[src/sv/x86ild_pkg.sv]
`timescale 1ns / 1ps

package x86ild_pkg;

  // A run of this many prefixes in a row is reported as an invalid decode.
  localparam logic [4:0] MAX_LENGTH = 5'd15;

  localparam int unsigned CfgIdxW  = 8;
  localparam int unsigned CfgDataW = 64;

  // Configuration register indexes.
  localparam logic [CfgIdxW-1:0] CFG_MODRM_MAP_0 = 8'd0;
  localparam logic [CfgIdxW-1:0] CFG_MODRM_MAP_1 = 8'd1;
  localparam logic [CfgIdxW-1:0] CFG_MODRM_MAP_2 = 8'd2;
  localparam logic [CfgIdxW-1:0] CFG_MODRM_MAP_3 = 8'd3;

  // Reset value of the ModR/M map: opcodes 0x00 and 0x88 take a ModR/M byte.
  localparam logic [CfgDataW-1:0] MAP_0_RESET = 64'h0000_0000_0000_0001;
  localparam logic [CfgDataW-1:0] MAP_1_RESET = 64'h0000_0000_0000_0000;
  localparam logic [CfgDataW-1:0] MAP_2_RESET = 64'h0000_0000_0000_0100;
  localparam logic [CfgDataW-1:0] MAP_3_RESET = 64'h0000_0000_0000_0000;

  // Segment-override prefix bytes.
  localparam logic [7:0] PFX_ES = 8'h26;
  localparam logic [7:0] PFX_CS = 8'h2E;
  localparam logic [7:0] PFX_SS = 8'h36;
  localparam logic [7:0] PFX_DS = 8'h3E;

  // Segment override codes as reported on the result channel.
  localparam logic [2:0] SEG_NONE = 3'd0;
  localparam logic [2:0] SEG_ES   = 3'd1;
  localparam logic [2:0] SEG_CS   = 3'd2;
  localparam logic [2:0] SEG_SS   = 3'd3;
  localparam logic [2:0] SEG_DS   = 3'd4;

  // ModR/M mod field codes and the rm code that selects a direct address.
  localparam logic [1:0] MOD_NODISP = 2'd0;
  localparam logic [1:0] MOD_DISP8  = 2'd1;
  localparam logic [1:0] MOD_DISP16 = 2'd2;
  localparam logic [2:0] RM_DIRECT  = 3'd6;

  typedef struct packed {
    logic              decode_ok;
    logic [4:0]        instr_length;
    logic [2:0]        seg_override;
    logic [7:0]        opcode_byte;
    logic              modrm_present;
    logic [1:0]        mode_bits;
    logic [2:0]        reg_bits;
    logic [2:0]        rm_bits;
    logic signed [15:0] displacement;
  } result_t;

  function automatic logic [2:0] seg_code(input logic [7:0] b);
    logic [2:0] s;
    unique case (b)
      PFX_ES:  s = SEG_ES;
      PFX_CS:  s = SEG_CS;
      PFX_SS:  s = SEG_SS;
      PFX_DS:  s = SEG_DS;
      default: s = SEG_NONE;
    endcase
    return s;
  endfunction

endpackage

[src/sv/x86_16_instruction_length_decoder.sv]
`timescale 1ns / 1ps

// 16-bit x86 instruction length decoder.
// The input channel (in_valid/in_ready/in_instr_byte) takes the instruction
// stream one byte per transaction, in fetch order. Segment-override prefixes
// are collected (the last one wins), then the opcode, a ModR/M byte when the
// opcode's bit in the 256-bit ModR/M map is set, and a 0, 1 or 2 byte
// displacement. The last byte of an instruction produces one transaction on
// the result channel (out_valid/out_ready and the out_ fields); a run of
// MAX_LENGTH prefixes produces a result with out_decode_ok low.
// Throughput is one byte per cycle: each byte is handled by a small phase
// update between the decoder state registers and the result register, and a
// result shows up on the outputs the cycle after its last byte is accepted.
// in_ready stays high while the result register is empty or being drained in
// the same cycle, so a stalled receiver holds back input only once a result
// is waiting. The map is to be written through cfg_we/cfg_index/cfg_wdata only
// while the block is idle, which it does not enforce; indexes beyond the four
// map words are ignored. Synchronous reset clears the decoder state and the
// result valid flag and loads the default map (opcodes 0x00, 0x88 take ModR/M).

module x86_16_instruction_length_decoder (
  input  logic                            clk,
  input  logic                            rst_n,
  input  logic                            cfg_we,
  input  logic [x86ild_pkg::CfgIdxW-1:0]  cfg_index,
  input  logic [x86ild_pkg::CfgDataW-1:0] cfg_wdata,
  input  logic                            in_valid,
  output logic                            in_ready,
  input  logic [7:0]                      in_instr_byte,
  output logic                            out_valid,
  input  logic                            out_ready,
  output logic                            out_decode_ok,
  output logic [4:0]                      out_instr_length,
  output logic [2:0]                      out_seg_override,
  output logic [7:0]                      out_opcode_byte,
  output logic                            out_modrm_present,
  output logic [1:0]                      out_mode_bits,
  output logic [2:0]                      out_reg_bits,
  output logic [2:0]                      out_rm_bits,
  output logic signed [15:0]              out_displacement
);
  import x86ild_pkg::*;

  // Where the decoder is inside the current instruction.
  typedef enum logic [2:0] {
    PH_OPC   = 3'd0,  // prefix or opcode byte expected
    PH_MODRM = 3'd1,
    PH_D8    = 3'd2,
    PH_D16L  = 3'd3,
    PH_D16H  = 3'd4
  } phase_t;

  logic [CfgDataW-1:0] map_r [4];

  phase_t     phase_r, phase_nxt;
  logic [4:0] byte_cnt_r, byte_cnt_nxt;
  logic [2:0] held_ovr_r, held_ovr_nxt;
  logic [7:0] held_opc_r, held_opc_nxt;
  logic [7:0] held_modrm_r, held_modrm_nxt;
  logic [7:0] disp_lo_r, disp_lo_nxt;

  logic    out_valid_r;
  result_t res_r, res_nxt;
  logic    emit;

  logic       accept;
  phase_t     cur_phase;
  logic [4:0] cur_cnt;
  logic [2:0] cur_ovr;
  logic [4:0] cnt_inc;
  logic [2:0] seg;
  logic       takes_modrm;
  logic [1:0] b_mod;
  logic [2:0] b_rm;

  assign in_ready = !out_valid_r || out_ready;
  assign accept   = in_valid && in_ready;

  always_comb begin
    // A phase code outside the enum cannot arise; if one did, the byte is
    // handled as the first byte of a fresh instruction.
    if (phase_r > PH_D16H) begin
      cur_phase = PH_OPC;
      cur_cnt   = 5'd0;
      cur_ovr   = SEG_NONE;
    end else begin
      cur_phase = phase_r;
      cur_cnt   = byte_cnt_r;
      cur_ovr   = held_ovr_r;
    end

    cnt_inc     = cur_cnt + 5'd1;
    seg         = seg_code(in_instr_byte);
    takes_modrm = map_r[in_instr_byte[7:6]][in_instr_byte[5:0]];
    b_mod       = in_instr_byte[7:6];
    b_rm        = in_instr_byte[2:0];

    phase_nxt      = cur_phase;
    byte_cnt_nxt   = cnt_inc;
    held_ovr_nxt   = cur_ovr;
    held_opc_nxt   = held_opc_r;
    held_modrm_nxt = held_modrm_r;
    disp_lo_nxt    = disp_lo_r;
    emit           = 1'b0;

    res_nxt               = '0;
    res_nxt.decode_ok     = 1'b1;
    res_nxt.instr_length  = cnt_inc;
    res_nxt.seg_override  = cur_ovr;
    res_nxt.opcode_byte   = held_opc_r;
    res_nxt.modrm_present = 1'b1;
    res_nxt.mode_bits     = held_modrm_r[7:6];
    res_nxt.reg_bits      = held_modrm_r[5:3];
    res_nxt.rm_bits       = held_modrm_r[2:0];

    unique case (cur_phase)
      PH_OPC: begin
        if (seg != SEG_NONE) begin
          held_ovr_nxt = seg;
          if (cnt_inc >= MAX_LENGTH) begin
            emit                 = 1'b1;
            res_nxt              = '0;
            res_nxt.instr_length = cnt_inc;
            res_nxt.seg_override = seg;
          end
        end else begin
          held_opc_nxt = in_instr_byte;
          if (takes_modrm) begin
            phase_nxt = PH_MODRM;
          end else begin
            emit                  = 1'b1;
            res_nxt.opcode_byte   = in_instr_byte;
            res_nxt.modrm_present = 1'b0;
            res_nxt.mode_bits     = 2'd0;
            res_nxt.reg_bits      = 3'd0;
            res_nxt.rm_bits       = 3'd0;
          end
        end
      end
      PH_MODRM: begin
        held_modrm_nxt = in_instr_byte;
        if (b_mod == MOD_DISP8) begin
          phase_nxt = PH_D8;
        end else if (b_mod == MOD_DISP16 || (b_mod == MOD_NODISP && b_rm == RM_DIRECT)) begin
          phase_nxt = PH_D16L;
        end else begin
          emit              = 1'b1;
          res_nxt.mode_bits = in_instr_byte[7:6];
          res_nxt.reg_bits  = in_instr_byte[5:3];
          res_nxt.rm_bits   = in_instr_byte[2:0];
        end
      end
      PH_D8: begin
        emit                 = 1'b1;
        res_nxt.displacement = {{8{in_instr_byte[7]}}, in_instr_byte};
      end
      PH_D16L: begin
        disp_lo_nxt = in_instr_byte;
        phase_nxt   = PH_D16H;
      end
      PH_D16H: begin
        emit                 = 1'b1;
        res_nxt.displacement = {in_instr_byte, disp_lo_r};
      end
      default: begin
        phase_nxt = PH_OPC;
      end
    endcase

    // A finished instruction leaves the decoder in its reset state.
    if (emit) begin
      phase_nxt      = PH_OPC;
      byte_cnt_nxt   = 5'd0;
      held_ovr_nxt   = SEG_NONE;
      held_opc_nxt   = 8'd0;
      held_modrm_nxt = 8'd0;
      disp_lo_nxt    = 8'd0;
    end
  end

  always_ff @(posedge clk) begin
    if (!rst_n) begin
      map_r[0]     <= MAP_0_RESET;
      map_r[1]     <= MAP_1_RESET;
      map_r[2]     <= MAP_2_RESET;
      map_r[3]     <= MAP_3_RESET;
      phase_r      <= PH_OPC;
      byte_cnt_r   <= 5'd0;
      held_ovr_r   <= SEG_NONE;
      held_opc_r   <= 8'd0;
      held_modrm_r <= 8'd0;
      disp_lo_r    <= 8'd0;
      out_valid_r  <= 1'b0;
    end else begin
      if (cfg_we) begin
        case (cfg_index)
          CFG_MODRM_MAP_0: map_r[0] <= cfg_wdata;
          CFG_MODRM_MAP_1: map_r[1] <= cfg_wdata;
          CFG_MODRM_MAP_2: map_r[2] <= cfg_wdata;
          CFG_MODRM_MAP_3: map_r[3] <= cfg_wdata;
          default: ;
        endcase
      end
      if (accept) begin
        phase_r      <= phase_nxt;
        byte_cnt_r   <= byte_cnt_nxt;
        held_ovr_r   <= held_ovr_nxt;
        held_opc_r   <= held_opc_nxt;
        held_modrm_r <= held_modrm_nxt;
        disp_lo_r    <= disp_lo_nxt;
      end
      if (accept && emit) begin
        out_valid_r <= 1'b1;
      end else if (out_ready) begin
        out_valid_r <= 1'b0;
      end
    end
  end

  // The result register holds its payload while a transaction waits.
  always_ff @(posedge clk) begin
    if (accept && emit) begin
      res_r <= res_nxt;
    end
  end

  assign out_valid         = out_valid_r;
  assign out_decode_ok     = res_r.decode_ok;
  assign out_instr_length  = res_r.instr_length;
  assign out_seg_override  = res_r.seg_override;
  assign out_opcode_byte   = res_r.opcode_byte;
  assign out_modrm_present = res_r.modrm_present;
  assign out_mode_bits     = res_r.mode_bits;
  assign out_reg_bits      = res_r.reg_bits;
  assign out_rm_bits       = res_r.rm_bits;
  assign out_displacement  = res_r.displacement;

  // An overflowed prefix run always reports the full length and no opcode.
  a_overflow_result : assert property (@(posedge clk) disable iff (!rst_n)
    out_valid_r && !res_r.decode_ok |->
      res_r.instr_length == MAX_LENGTH && res_r.opcode_byte == 8'd0 &&
      !res_r.modrm_present)
    else $error("invalid decode with unexpected length or opcode");

  // Without a ModR/M byte there are no ModR/M fields and no displacement.
  a_no_modrm_zero : assert property (@(posedge clk) disable iff (!rst_n)
    out_valid_r && !res_r.modrm_present |->
      res_r.mode_bits == 2'd0 && res_r.reg_bits == 3'd0 && res_r.rm_bits == 3'd0 &&
      res_r.displacement == 16'sd0)
    else $error("ModR/M fields set on a result without ModR/M");

  // A prefix run never reaches the overflow length while still collecting.
  a_prefix_bound : assert property (@(posedge clk) disable iff (!rst_n)
    phase_r == PH_OPC |-> byte_cnt_r < MAX_LENGTH)
    else $error("prefix count passed the overflow length");

  // The low displacement byte is always followed by the high byte phase.
  a_disp16_order : assert property (@(posedge clk) disable iff (!rst_n)
    accept && phase_r == PH_D16L |=> phase_r == PH_D16H && !$past(emit))
    else $error("16-bit displacement sequence broken");

endmodule
[config.mk]
export PLATFORM = sky130hd
export DESIGN_NAME = x86_16_instruction_length_decoder
export DESIGN_NICKNAME = d
export VERILOG_FILES = /design/src/sv/x86ild_pkg.sv /design/src/sv/x86_16_instruction_length_decoder.sv
export SDC_FILE = /design/constraint.sdc
export NUM_CORES = 1
export LEC_CHECK = 0
export ABC_CLOCK_PERIOD_IN_PS = 6200
export BUFFER_PORTS_ARGS = -buffer_cell sky130_fd_sc_hd__buf_2
export CAP_MARGIN = 5
export CORE_MARGIN = 2
export CORE_UTILIZATION = 45
export DETAILED_ROUTE_END_ITERATION = 8
export PLACE_DENSITY = 0.73
export SKIP_CTS_REPAIR_TIMING = 1
export SLEW_MARGIN = 20
export SYNTH_ARGS = -nofsm -noshare
export SYNTH_HDL_FRONTEND = slang
export SYNTH_SLANG_ARGS = --single-unit
[constraint.sdc]
create_clock -name clk -period 6.2 [get_ports clk]
set_input_delay 0.62 -clock clk [delete_from_list [all_inputs] [get_ports clk]]
set_output_delay 0.62 -clock clk [all_outputs]
set_load 0.01 [all_outputs]
== Word level (Yosys, flattened, before mapping) ==
Memories as Yosys holds them, arrays and structs flattened.
Index checks and enable logic that the tools add are counted.
Widths: inputs -> output; s select.
Word-level totals
  bits in registers: 78
  RAM bits: 256
  output and inout bits: 44
  logic and storage cells: 121
  memories: 1
Cells by class
  add/subtract/negate cells: 1
  magnitude comparators: 3
  equality and inequality tests: 15
  mux-type cells: 62
  bitwise operators: 4
  reduce and logical (&&, ||, !) cells: 19
Memories
  map_r: depth 4, width 64, read ports 1, clocked after memory_dff 0, write ports 4, line x86_16_instruction_length_decoder.sv:53  | logic [CfgDataW-1:0] map_r [4];
Operator list (number)
  $mux 64: 4
  $mux 8: 10
  $mux 17: 3
  $pmux 16 s3: 1
  $mux 42: 1
  $eq 8x6->1 const B: 4
  $mux 3: 10
  $mux 1: 25
  $pmux 3 s4: 2
  $eq 8x2->1 const B: 2
  $mux 16: 1
  $pmux 8 s2: 1
  $mux 5: 2
  $eq 8x1->1 const B: 1
  $logic_not 8->1: 1
  $reduce_bool 2->1: 4
  $lt 6x7->1 const B: 1
  $bmux 1 s6: 1
  $eq 3x2->1 const B: 2
  $eq 3x3->1 const B: 2
  $reduce_and 2->1: 3
  $add 5x1->5 const B: 1
  $ge 5x4->1 const B: 1
  $or 1x1->1: 4
  14 further kinds: 17

== Longest topological paths before layout ==
Gate-level depths: netlist (run 1).
  depth after elaboration: 9
  gate-level depth with buffers: 14
  depth with buffers taken out: 12

== Least setup slack after synthesis (run 1) ==
Ideal clock, no wire load.
  kind: input -> register
  start point: input cfg_index[5] (netlist bit)
  end point: memory map_r[2][0], enable pin
  data arrival time: 5.491 ns
  slack: 0.135 ns
  stages: 3
  buffers on the path: 0
  cells stage by stage: nor2_1 -> nand4b_1 -> o21ai_0
RTL lines
  start: declaration: line x86_16_instruction_length_decoder.sv:25  | input logic [x86ild_pkg::CfgIdxW-1:0] cfg_index,
  end: declaration: line x86_16_instruction_length_decoder.sv:53

== Final worst setup path (run 1) ==
  start point: input in_instr_byte[6]
  end point: register res_r, in the netlist out_displacement[15], enable pin
On the way
  longest elaborated chain between the ends: 7
  elaborated cells on any way between the ends: 20
Ends and longest elaborated chain
  start: declaration: line x86_16_instruction_length_decoder.sv:29  | input logic [7:0] in_instr_byte,
  $mem_v2 4x64 or $logic_not 2->1 (tied branches)
  $bmux 1 s6 or $logic_and 1x1->1 (tied branches): line x86_16_instruction_length_decoder.sv:94, x86_16_instruction_length_decoder.sv:144
  $mux 1 (not written as such) or $logic_or 1x1->1 (tied branches): line x86_16_instruction_length_decoder.sv:94, x86_16_instruction_length_decoder.sv:144
  $mux 1 (on tied branches): line x86_16_instruction_length_decoder.sv:128, x86_16_instruction_length_decoder.sv:144
  $mux 1 (on tied branches): line x86_16_instruction_length_decoder.sv:118, x86_16_instruction_length_decoder.sv:142
  $pmux 1 s3 *: line x86_16_instruction_length_decoder.sv:116  | unique case (cur_phase)
  $logic_and 1x1->1 *: line x86_16_instruction_length_decoder.sv:222  | if (accept && emit) begin
  end signal: assignment: line x86_16_instruction_length_decoder.sv:223  | res_r <= res_nxt;
  end: declaration: line x86_16_instruction_length_decoder.sv:63  | result_t res_r, res_nxt;
Every way passes the cells marked *; elsewhere a longest branch is shown, timed or not. The select of a mux whose other input is x is not followed.
A chain may end at the register's enable or synchronous reset.

==> results of run 1 <==
## power groups by stage
stage / Sequential (mW) / Clock [mW] / Combinational, mW
floorplan: 2.68 / 0 / 0.242
global placement: 2.66 / 0 / 0.408
detailed placement: 2.66 / 0 / 0.415
CTS: 2.61 / 2.07 / 0.416
global route: 2.62 / 2.17 / 0.448
finish: 2.61 / 2.05 / 0.415
## per-layer routing
layer | vias up | wire, um | share of wire, %
met4 | 4 | 872 | 2.5
met3 | 66 | 2726 | 7.7
met5 | - | 25 | 0.071
li1 | 4280 | - | -
met2 | 358 | 16850 | 48
met1 | 4595 | 14870 | 42
## through the flow
stage	worst slack (ps)	hold slack, ps
finish	1798	406.9
global placement	1419	449.1
detailed placement	1280	448.7
CTS	1808	393.2
global route	1519	413.1
floorplan	134.9	432.2
## sequential cells by signal (all words and copies together) (netlist names)
signal,flops
out_opcode_byte,8
out_seg_override,3
map_r,256
out_mode_bits,2
out_reg_bits,3
held_opc_r,8
out_valid,1
out_rm_bits,3
byte_cnt_r,5
out_decode_ok,1
out_displacement,16
disp_lo_r,8
out_modrm_present,1
held_ovr_r,3
phase_r,3
out_instr_length,5
held_modrm_r,8
## synth_stat cells (2+ instances only)
library cell	count
a41oi_1	2
xnor2_1	2
dfxtp_1	36
a22o_1	14
nor4_1	4
a2111oi_0	4
and2_1	259
or3_1	3
o32ai_1	8
mux2_2	11
mux2i_1	26
a22oi_1	21
edfxtp_1	298
buf_4	7
nor3_1	8
nand4_1	6
o21ai_0	21
ha_1	2
clkinv_1	4
and3_1	2
mux4_2	46
o31ai_1	4
a21oi_1	18
a31o_2	3
a32o_1	12
xor2_1	2
nor2b_1	17
inv_1	16
clkbuf_1	42
nand3b_1	2
nor2_1	38
nand2_1	39
buf_6	4
a311oi_1	5
buf_2	15
nand2b_1	8
nand3_1	26
a211oi_1	8
a211o_1	3
o22ai_1	5
a31oi_1	8
buf_1	3
## worst max-delay path: cells and delay by family
kind,cells,cell delay (ps)
AO/OA/AOI/OAI,3,590
buffers and inverters,4,1580
multiplexers,2,820
AND/OR/NAND/NOR,3,880
## cell families after synthesis
| logic type | synth area share, % |
|---|---|
| simple gates | 15.88 |
| flops | 64.04 |
| xor+xnor | 0.2321 |
| buf+inv | 2.784 |
| compound gates | 7.491 |
| fa+ha+maj | 0.1657 |
| mux | 9.405 |
## final cells by class
type | count | area (sq um) | area share [%]
Antenna cell | 4 | 10.01 | 0.05779
Clock buffer | 43 | 937.1 | 5.411
Clock inverter | 20 | 178.9 | 1.033
Inverter | 21 | 78.83 | 0.4551
Multi-Input combinational cell | 657 | 5102 | 29.46
Sequential cell | 334 | 9669 | 55.83
Tap cell | 448 | 560.5 | 3.236
Timing Repair Buffer | 145 | 783.3 | 4.522
## worst max path at each step
stage | from | to | slack [ps] | depth (start not counted)
2_1_floorplan | cfg_index[5] | map_r[2][0] | 130 | 3
3_3_place_gp | in_instr_byte[6] | out_opcode_byte[2] | 1420 | 12
3_5_place_dp | in_instr_byte[6] | out_opcode_byte[3] | 1280 | 12
4_1_cts | in_instr_byte[6] | out_seg_override[1] | 1810 | 12
5_1_grt | in_instr_byte[6] | out_seg_override[1] | 1520 | 12
6_report | in_instr_byte[6] | out_displacement[15] | 1800 | 12
==> metrics.csv, run 1 <==
stage,metric,value,unit
power_and_ir_drop,internal_power,3.930,mW
cts,htreeDepth,2,
global_routing,use_met2,33.69,%
critical_path,arrival,4550,ps
hold_path,min_path_type,in2reg,
sta,max_freq,227.2,MHz
drt,drtIter0Drc,831,
floorplanning,die_area,0.03504,sq mm
global_routing,grt_pass1_wl,55700,um
drt,vias,9303,
synth,yosysTopAreaCell,edfxtp_1,
hold_path,min_to,map_r[2][35],
power_and_ir_drop,p_sw_share,22.56,%
critical_path,critical_path_peak_fanout,43,
critical_path,required,6340,ps
global_routing,grt_max_degree,65,
floorplanning,core_region_area,0.03328,sq mm
synth,ys_warn_count,0,
critical_path,critPathMaxStageDelay,610,ps
power_and_ir_drop,fin_total_pwr,5.075,mW
sta,layout_min_cycle_time,4402,ps
hold_path,hold_path_depth,2,
critical_path,r2r_slack,2160,ps
global_routing,grt.overflow.total,0,
sta,finalSetupViolations,0,
layout,fillers,2766,
layout,drive_gt1_share,22.05,%
cts,worstSkewPairLatency,520,ps
global_routing,grtUsageTotal,20.54,%
global_routing,grt_use_met3,4.897,%
critical_path,crit_type,in2reg,
critical_path,rr_endpoint,out_displacement[15],
drt,via_per_inst,5.564,
layout,nets,1281,
critical_path,timing.rr.start,phase_r[0],
synth,syn-num-nets,1170,
cts,cts_tree,done,
sta,relSlewSlack,32.16,%
status,status,completed,
power_and_ir_drop,switchingPower,1.145,mW
hold_path,min_from,cfg_wdata[35],
critical_path,worstPathCellList,buf_4 -> buf_4 -> mux4_2 -> mux2_2 -> nand2_1 -> o211ai_1 -> a32oi_2 -> nand4_2 -> nand2_1 -> inv_2 -> a21oi_4 -> buf_4,
layout,final_cell_mix,"edfxtp_1 (298), and2_1 (259), buf_2 (127)",
global_routing,grt_pass1_vias,9538,
cts,cts_root_buffer,clkbuf_16,
place,hpwl,21780,um
place,dpl_cell_area,0.01619,sq mm
critical_path,reg2reg_depth,13,
sta,grt_setup_unrepaired,no,
place,dp_cells,1605,
sta,tns,0,ps
place,io_buffers,128,
cts,cts_inserted_buffers,35,
synth,yosys-top-cells-area,"edfxtp_1 (59%), and2_1 (11%), mux4_2 (6.9%), dfxtp_1 (4.8%), mux2i_1 (1.7%)",
drt,dr.pass1.iters,5,
critical_path,cp-start-kind,input port,
synth,synth-edff-count,298,
critical_path,crit_top_cell,buf_4,
synth,synth_area,0.01510,sq mm
layout,synthToLayoutAreaGrowth,14.71,%
floorplanning,dieHeight,187.2,um
drt,routed_wl,35340,um
global_routing,busiest_layer,met2,
layout,utilization,52.04,%
synth,ys_types,63,
cts,numClockSinks,334,
synth,synth_top_area_share,59.26,%
power_and_ir_drop,pwr-share-clk,40.4,%
synth,synth_seq_cells,334,
power_and_ir_drop,irDropWorstVdd,0.2049,mV
sta,maxSlewViolCount,0,
global_routing,antenna_found_initial,6,
layout,final_common_cell,edfxtp_1,
critical_path,slowest_stage,buf_4,
place,gp_congestion,0.8347,
sta,tightest_slew,1018,ps
sta,hold_violations,0,
critical_path,endpoint_kind,flop,
floorplanning,die_x,187.2,um
power_and_ir_drop,power_density,293.0,mW/mm^2
floorplanning,ios,129,
power_and_ir_drop,power_frac_seq,51.5,%
drt,drt-wirelength-per-cell,21.14,um
synth,synthCells,1083,
drt,drc,0,
cts,clk_pin_slew,60,ps
layout,finalInstanceArea,0.01732,sq mm
floorplanning,start_util,45.37,%
power_and_ir_drop,combinationalPowerShare,8.2,%
job,maxCapViolations,0,
synth,synthArstFlopShare,0,%
synth,yosysSeqAreaShare,64.04,%
power_and_ir_drop,p_leak,6.151,nW
global_routing,met1_usage,27.06,%
drt,ant_nets,0,
cts,cts_buffer_depth,3,
synth,synthFlopType,edfxtp_1,
layout,fin_cells,1672,
synth,synth.avg_cell_area,13.94,sq um
sta,worst_clock_skew,25.80,ps
sta,period_share,71.01,%
floorplanning,rows,67,
Note: power is estimated with default switching activity, not from simulation.
==> run 2, diff against run 1 <==
Settings changed: ABC_CLOCK_PERIOD_IN_PS 6200 to 4200, PLACE_DENSITY 0.73 to 0.71.
Clock period 6.2 ns to 4.2 ns, I/O delays scaled along.
==> metrics.csv, run 2 (synthesized netlist as in run 1, its figures left out) <==
stage,metric,value,unit
sta,worst_clock_skew,16.50,ps
power_and_ir_drop,irDropWorstVdd,0.3153,mV
cts,htreeDepth,2,
layout,fillers,2787,
floorplanning,die_area,0.03504,sq mm
cts,clk_pin_slew,60,ps
floorplanning,ios,129,
place,gp_congestion,0.8380,
hold_path,min_path_type,in2reg,
layout,largest-register,map_r,
sta,grt_setup_unrepaired,no,
critical_path,crit_top_cell,buf_4,
drt,drtIter0Drc,1019,
layout,drive_gt1_share,22.98,%
critical_path,endpoint_kind,flop,
critical_path,arrival,3790,ps
sta,hold_violations,0,
cts,cts_tree,done,
floorplanning,rows,67,
cts,cts_root_buffer,clkbuf_16,
sta,relSlewSlack,31.45,%
global_routing,grt_pass1_vias,9601,
critical_path,critPathMaxStageDelay,510,ps
critical_path,crit_type,in2reg,
drt,via_per_inst,5.612,
layout,final_common_cell,edfxtp_1,
sta,tightest_slew,1028,ps
sta,final.setup.worst_slack,814.2,ps
power_and_ir_drop,fin_total_pwr,7.525,mW
drt,drt-wirelength-per-cell,20.96,um
critical_path,cp-start-kind,input port,
critical_path,slowest_stage,buf_2,
power_and_ir_drop,power_frac_seq,51.2,%
cts,cts_inserted_buffers,36,
critical_path,timing.rr.start,phase_r[2],
global_routing,grtUsageTotal,20.38,%
power_and_ir_drop,power_density,430.9,mW/mm^2
critical_path,reg2reg_depth,14,
critical_path,critical_path_peak_fanout,24,
layout,largest_register_ffs,256,
place,hpwl,22240,um
cts,cts_buffer_depth,3,
layout,nets,1296,
drt,drc,0,
sta,layout_min_cycle_time,3386,ps
floorplanning,start_util,45.37,%
power_and_ir_drop,combinationalPowerShare,8.4,%
job,maxCapViolations,0,
cts,worstSkewPairLatency,520,ps
sta,finalSetupViolations,0,
critical_path,rr_endpoint,out_displacement[0],
hold_path,min_to,map_r[2][6],
hold_path,hold_path_depth,2,
drt,routed_wl,35330,um
place,io_buffers,128,
power_and_ir_drop,pwr-share-clk,40.4,%
sta,max_freq,295.3,MHz
global_routing,antenna_found_initial,4,
power_and_ir_drop,internal_power,5.826,mW
sta,period_share,80.62,%
global_routing,grt.overflow.total,0,
global_routing,grt_max_degree,65,
layout,final_cell_mix,"edfxtp_1 (298), and2_1 (259), buf_2 (127)",
critical_path,worstPathCellList,buf_2 -> buf_4 -> inv_1 -> mux2i_1 -> o22ai_1 -> and4b_1 -> a2111o_1 -> nand4_2 -> buf_4 -> nand3_1 -> o32ai_1,
hold_path,min_from,cfg_wdata[6],
floorplanning,die_x,187.2,um
drt,vias,9462,
cts,numClockSinks,334,
layout,multi_input_area,0.005102,sq mm
power_and_ir_drop,switchingPower,1.699,mW
power_and_ir_drop,p_sw_share,22.58,%
critical_path,timing.critical_path.max_delay_family,buffers and inverters,
sta,maxSlewViolCount,0,
drt,dr.pass1.iters,5,
layout,regArea,0.009669,sq mm
floorplanning,core_region_area,0.03328,sq mm
critical_path,r2r_slack,860,ps
floorplanning,dieHeight,187.2,um
drt,ant_nets,0,
critical_path,required,4600,ps
status,status,completed,
critical_path,crit_buf_inv,4,
power_and_ir_drop,p_leak,6.225,nW
place,pre_cts_ws,366.4,ps
global_routing,grt_pass1_wl,55320,um
layout,synthToLayoutAreaGrowth,15.67,%
run 2: cell count changes in the layout (fill, tap and decap cells not counted):
cell        change
bufinv_16       -1
diode_2         -2
clkinv_8        -1
clkinvlp_4      +2
clkbuf_16       +1
clkinv_2        -4
inv_8           +1
clkbuf_8        +1
inv_6           +2
clkbuf_1        +3
buf_12          +2
clkinv_1        -2
buf_4          +12
run 2: power by group through the flow:
stage,Sequential (mW),Combinational (mW),Clock [mW]
floorplan,3.94,0.359,0
global placement,3.91,0.623,0
detailed placement,3.92,0.632,0
CTS,3.85,0.634,3.09
global route,3.87,0.684,3.23
finish,3.85,0.633,3.04
run 2: how the worst max path moves through the flow:
stage | from | end | slack [ps] | cells after the start
5_1_grt | in_instr_byte[6] | out_displacement[0] | 600 | 12
3_3_place_gp | in_instr_byte[7] | out_displacement[0] | 390 | 12
6_report | in_instr_byte[7] | held_modrm_r[5] | 810 | 11
3_5_place_dp | in_instr_byte[7] | out_displacement[0] | 370 | 12
4_1_cts | in_instr_byte[7] | held_modrm_r[5] | 880 | 11
2_1_floorplan | cfg_index[5] | map_r[2][0] | -1670 | 3
run 2: final cells by class:
class | count | share of cell area (%)
sequential | 334 | 55.36
multi-input combinational | 657 | 29.21
clock buffer | 48 | 5.652
timing repair buffer | 159 | 5.230
tap | 448 | 3.209
clock inverter | 17 | 0.8525
inverter | 21 | 0.4513
antenna | 2 | 0.02866
run 2: metal layers:
metal,up-vias,part of all wire [%],GRT usage (%)
met5,-,0.062,0
li1,4303,-,-
met3,62,7.5,4.447
met2,390,48,33.54
met1,4703,42,27.28
met4,4,2.4,6.074
run 2: through the flow:
| stage | setup TNS [ps] | area, sq um | cells | utilization (%) | hold slack (ps) |
|---|---|---|---|---|---|
| 4_1_cts | 0 | 17460 | 1684 | 52.46 | 195.4 |
| 3_3_place_gp | 0 | 16320 | 1619 | 49.05 | 445.6 |
| 3_5_place_dp | 0 | 16320 | 1619 | 49.05 | 449.4 |
| 5_1_grt | 0 | 17460 | 1685 | 52.47 | 215.2 |
| 6_report | 0 | 17470 | 1686 | 52.48 | 212.9 |
| 2_1_floorplan | -213130 | 15100 | 1083 | - | 432.2 |
==> run 3, diff against run 2 <==
Settings changed: ABC_CLOCK_PERIOD_IN_PS 4200 to 3100, PLACE_DENSITY 0.71 to 0.73.
Clock period 4.2 ns to 3.1 ns, I/O delays scaled along.
==> metrics.csv, run 3 (synthesized netlist as in run 1, its figures left out) <==
stage,metric,value,unit
critical_path,arrival,3210,ps
sta,hold_violations,0,
status,status,completed,
floorplanning,rows,67,
sta,max_freq,339.5,MHz
drt,routed_wl,35110,um
cts,cts_buffer_depth,3,
global_routing,antenna_found_initial,4,
drt,via_per_inst,5.553,
place,dp_cells,1659,
sta,layout_min_cycle_time,2945,ps
critical_path,endpoint_kind,flop,
floorplanning,die_x,187.2,um
layout,fin_cells,1727,
sta,final.setup.worst_slack,154.5,ps
layout,largest-register,map_r,
drt,drt-wirelength-per-cell,20.33,um
place,pre_cts_ws,-208.4,ps
cts,worstSkewPairLatency,530,ps
global_routing,grt_max_degree,65,
place,gp_congestion,0.8705,
power_and_ir_drop,power_density,580.4,mW/mm^2
sta,relSlewSlack,32.84,%
layout,synthToLayoutAreaGrowth,19.71,%
cts,numClockSinks,334,
place,io_buffers,128,
floorplanning,ios,129,
layout,drive_gt1_share,25.88,%
cts,cts_inserted_buffers,36,
power_and_ir_drop,p_leak,6.531,nW
sta,tightest_slew,1007,ps
drt,ant_nets,0,
global_routing,grt.overflow.total,0,
sta,worst_clock_skew,12.19,ps
cts,cts_tree,done,
critical_path,required,3360,ps
hold_path,min_path_type,in2reg,
global_routing,grtUsageTotal,20.16,%
sta,period_share,95.02,%
global_routing,grt_pass1_vias,9661,
critical_path,crit_type,reg2reg,
floorplanning,start_util,45.37,%
sta,finalSetupViolations,0,
layout,largest_register_ffs,256,
global_routing,grt_pass1_wl,54720,um
sta,maxSlewViolCount,0,
cts,htreeDepth,2,
layout,final_common_cell,edfxtp_1,
power_and_ir_drop,irDropWorstVdd,0.3219,mV
place,hpwl,22650,um
floorplanning,die_area,0.03504,sq mm
drt,dr.pass1.iters,5,
drt,drc,0,
layout,nets,1336,
layout,fillers,2726,
floorplanning,core_region_area,0.03328,sq mm
critical_path,cp-start-kind,flop,
sta,grt_setup_unrepaired,no,
cts,cts_root_buffer,clkbuf_16,
cts,clk_pin_slew,60,ps
critical_path,critical_path_peak_fanout,20,
layout,final_cell_mix,"edfxtp_1 (298), and2_1 (259), buf_2 (127)",
drt,drtIter0Drc,987,
floorplanning,dieHeight,187.2,um
drt,vias,9590,
job,maxCapViolations,0,
[run 3: layout make-up]
cell class	count	area [sq um]	area share (%)
diodes	4	10.01	0.05537
clock buffers	43	947.2	5.240
clock inverters	21	244.0	1.350
inverters	21	81.33	0.4499
multi-input cells	657	5125	28.35
flip-flops and latches	334	9669	53.49
well taps	448	560.5	3.101
repair buffers	199	1439	7.960
[run 3: stage by stage]
| stage | hold WS, ps | power, mW | instance area, sq um | setup TNS (ps) | util [%] |
|---|---|---|---|---|---|
| floorplan | 432.3 | 5.833 | 15170 | -133830 | - |
| global placement | 444.3 | 6.229 | 16860 | -1887 | 50.67 |
| detailed placement | 448.0 | 6.254 | 16860 | -7218 | 50.67 |
| CTS | 76.09 | 10.55 | 18050 | 0 | 54.25 |
| global route | 94.54 | 10.82 | 18080 | 0 | 54.31 |
| finish | 91.47 | 10.49 | 18080 | 0 | 54.31 |
[run 3: final timing paths]
| path | start | to | slack (ps) | cells after the start |
|---|---|---|---|---|
| setup / recovery | map_r[3][11] | out_opcode_byte[5] | 150 | 7 |
| setup reg to reg | map_r[3][11] | out_opcode_byte[5] | 150 | 7 |
| hold reg to reg | held_modrm_r[1] | held_modrm_r[1] | 460 | 2 |
| hold / removal | cfg_wdata[35] | map_r[2][35] | 90 | 2 |
[run 3: critical path, cell delays in order, from the launching register on]
cell and delay, ps:
edfxtp_1 360, mux4_2 500, mux4_2 520, a21oi_1 190
a2111o_1 280, nand4_2 180, buf_4 250, o21ai_0 400
[run 3: layer usage]
| metal | share of wire, % | track usage [%] |
|---|---|---|
| met1 | 42 | 26.71 |
| met2 | 49 | 33.71 |
| met3 | 6.8 | 3.677 |
| met4 | 2.5 | 6.716 |
| met5 | 0 | 0 |
[run 3: report_power, final]
part | total, mW | leakage [nW] | switching [mW] | internal [mW]
logic | 0.949 | 2.82 | 0.555 | 0.394
registers | 5.21 | 3.13 | 0.0649 | 5.15
clock network | 4.33 | 0.583 | 1.73 | 2.60
total | 10.5 | 6.53 | 2.35 | 8.14
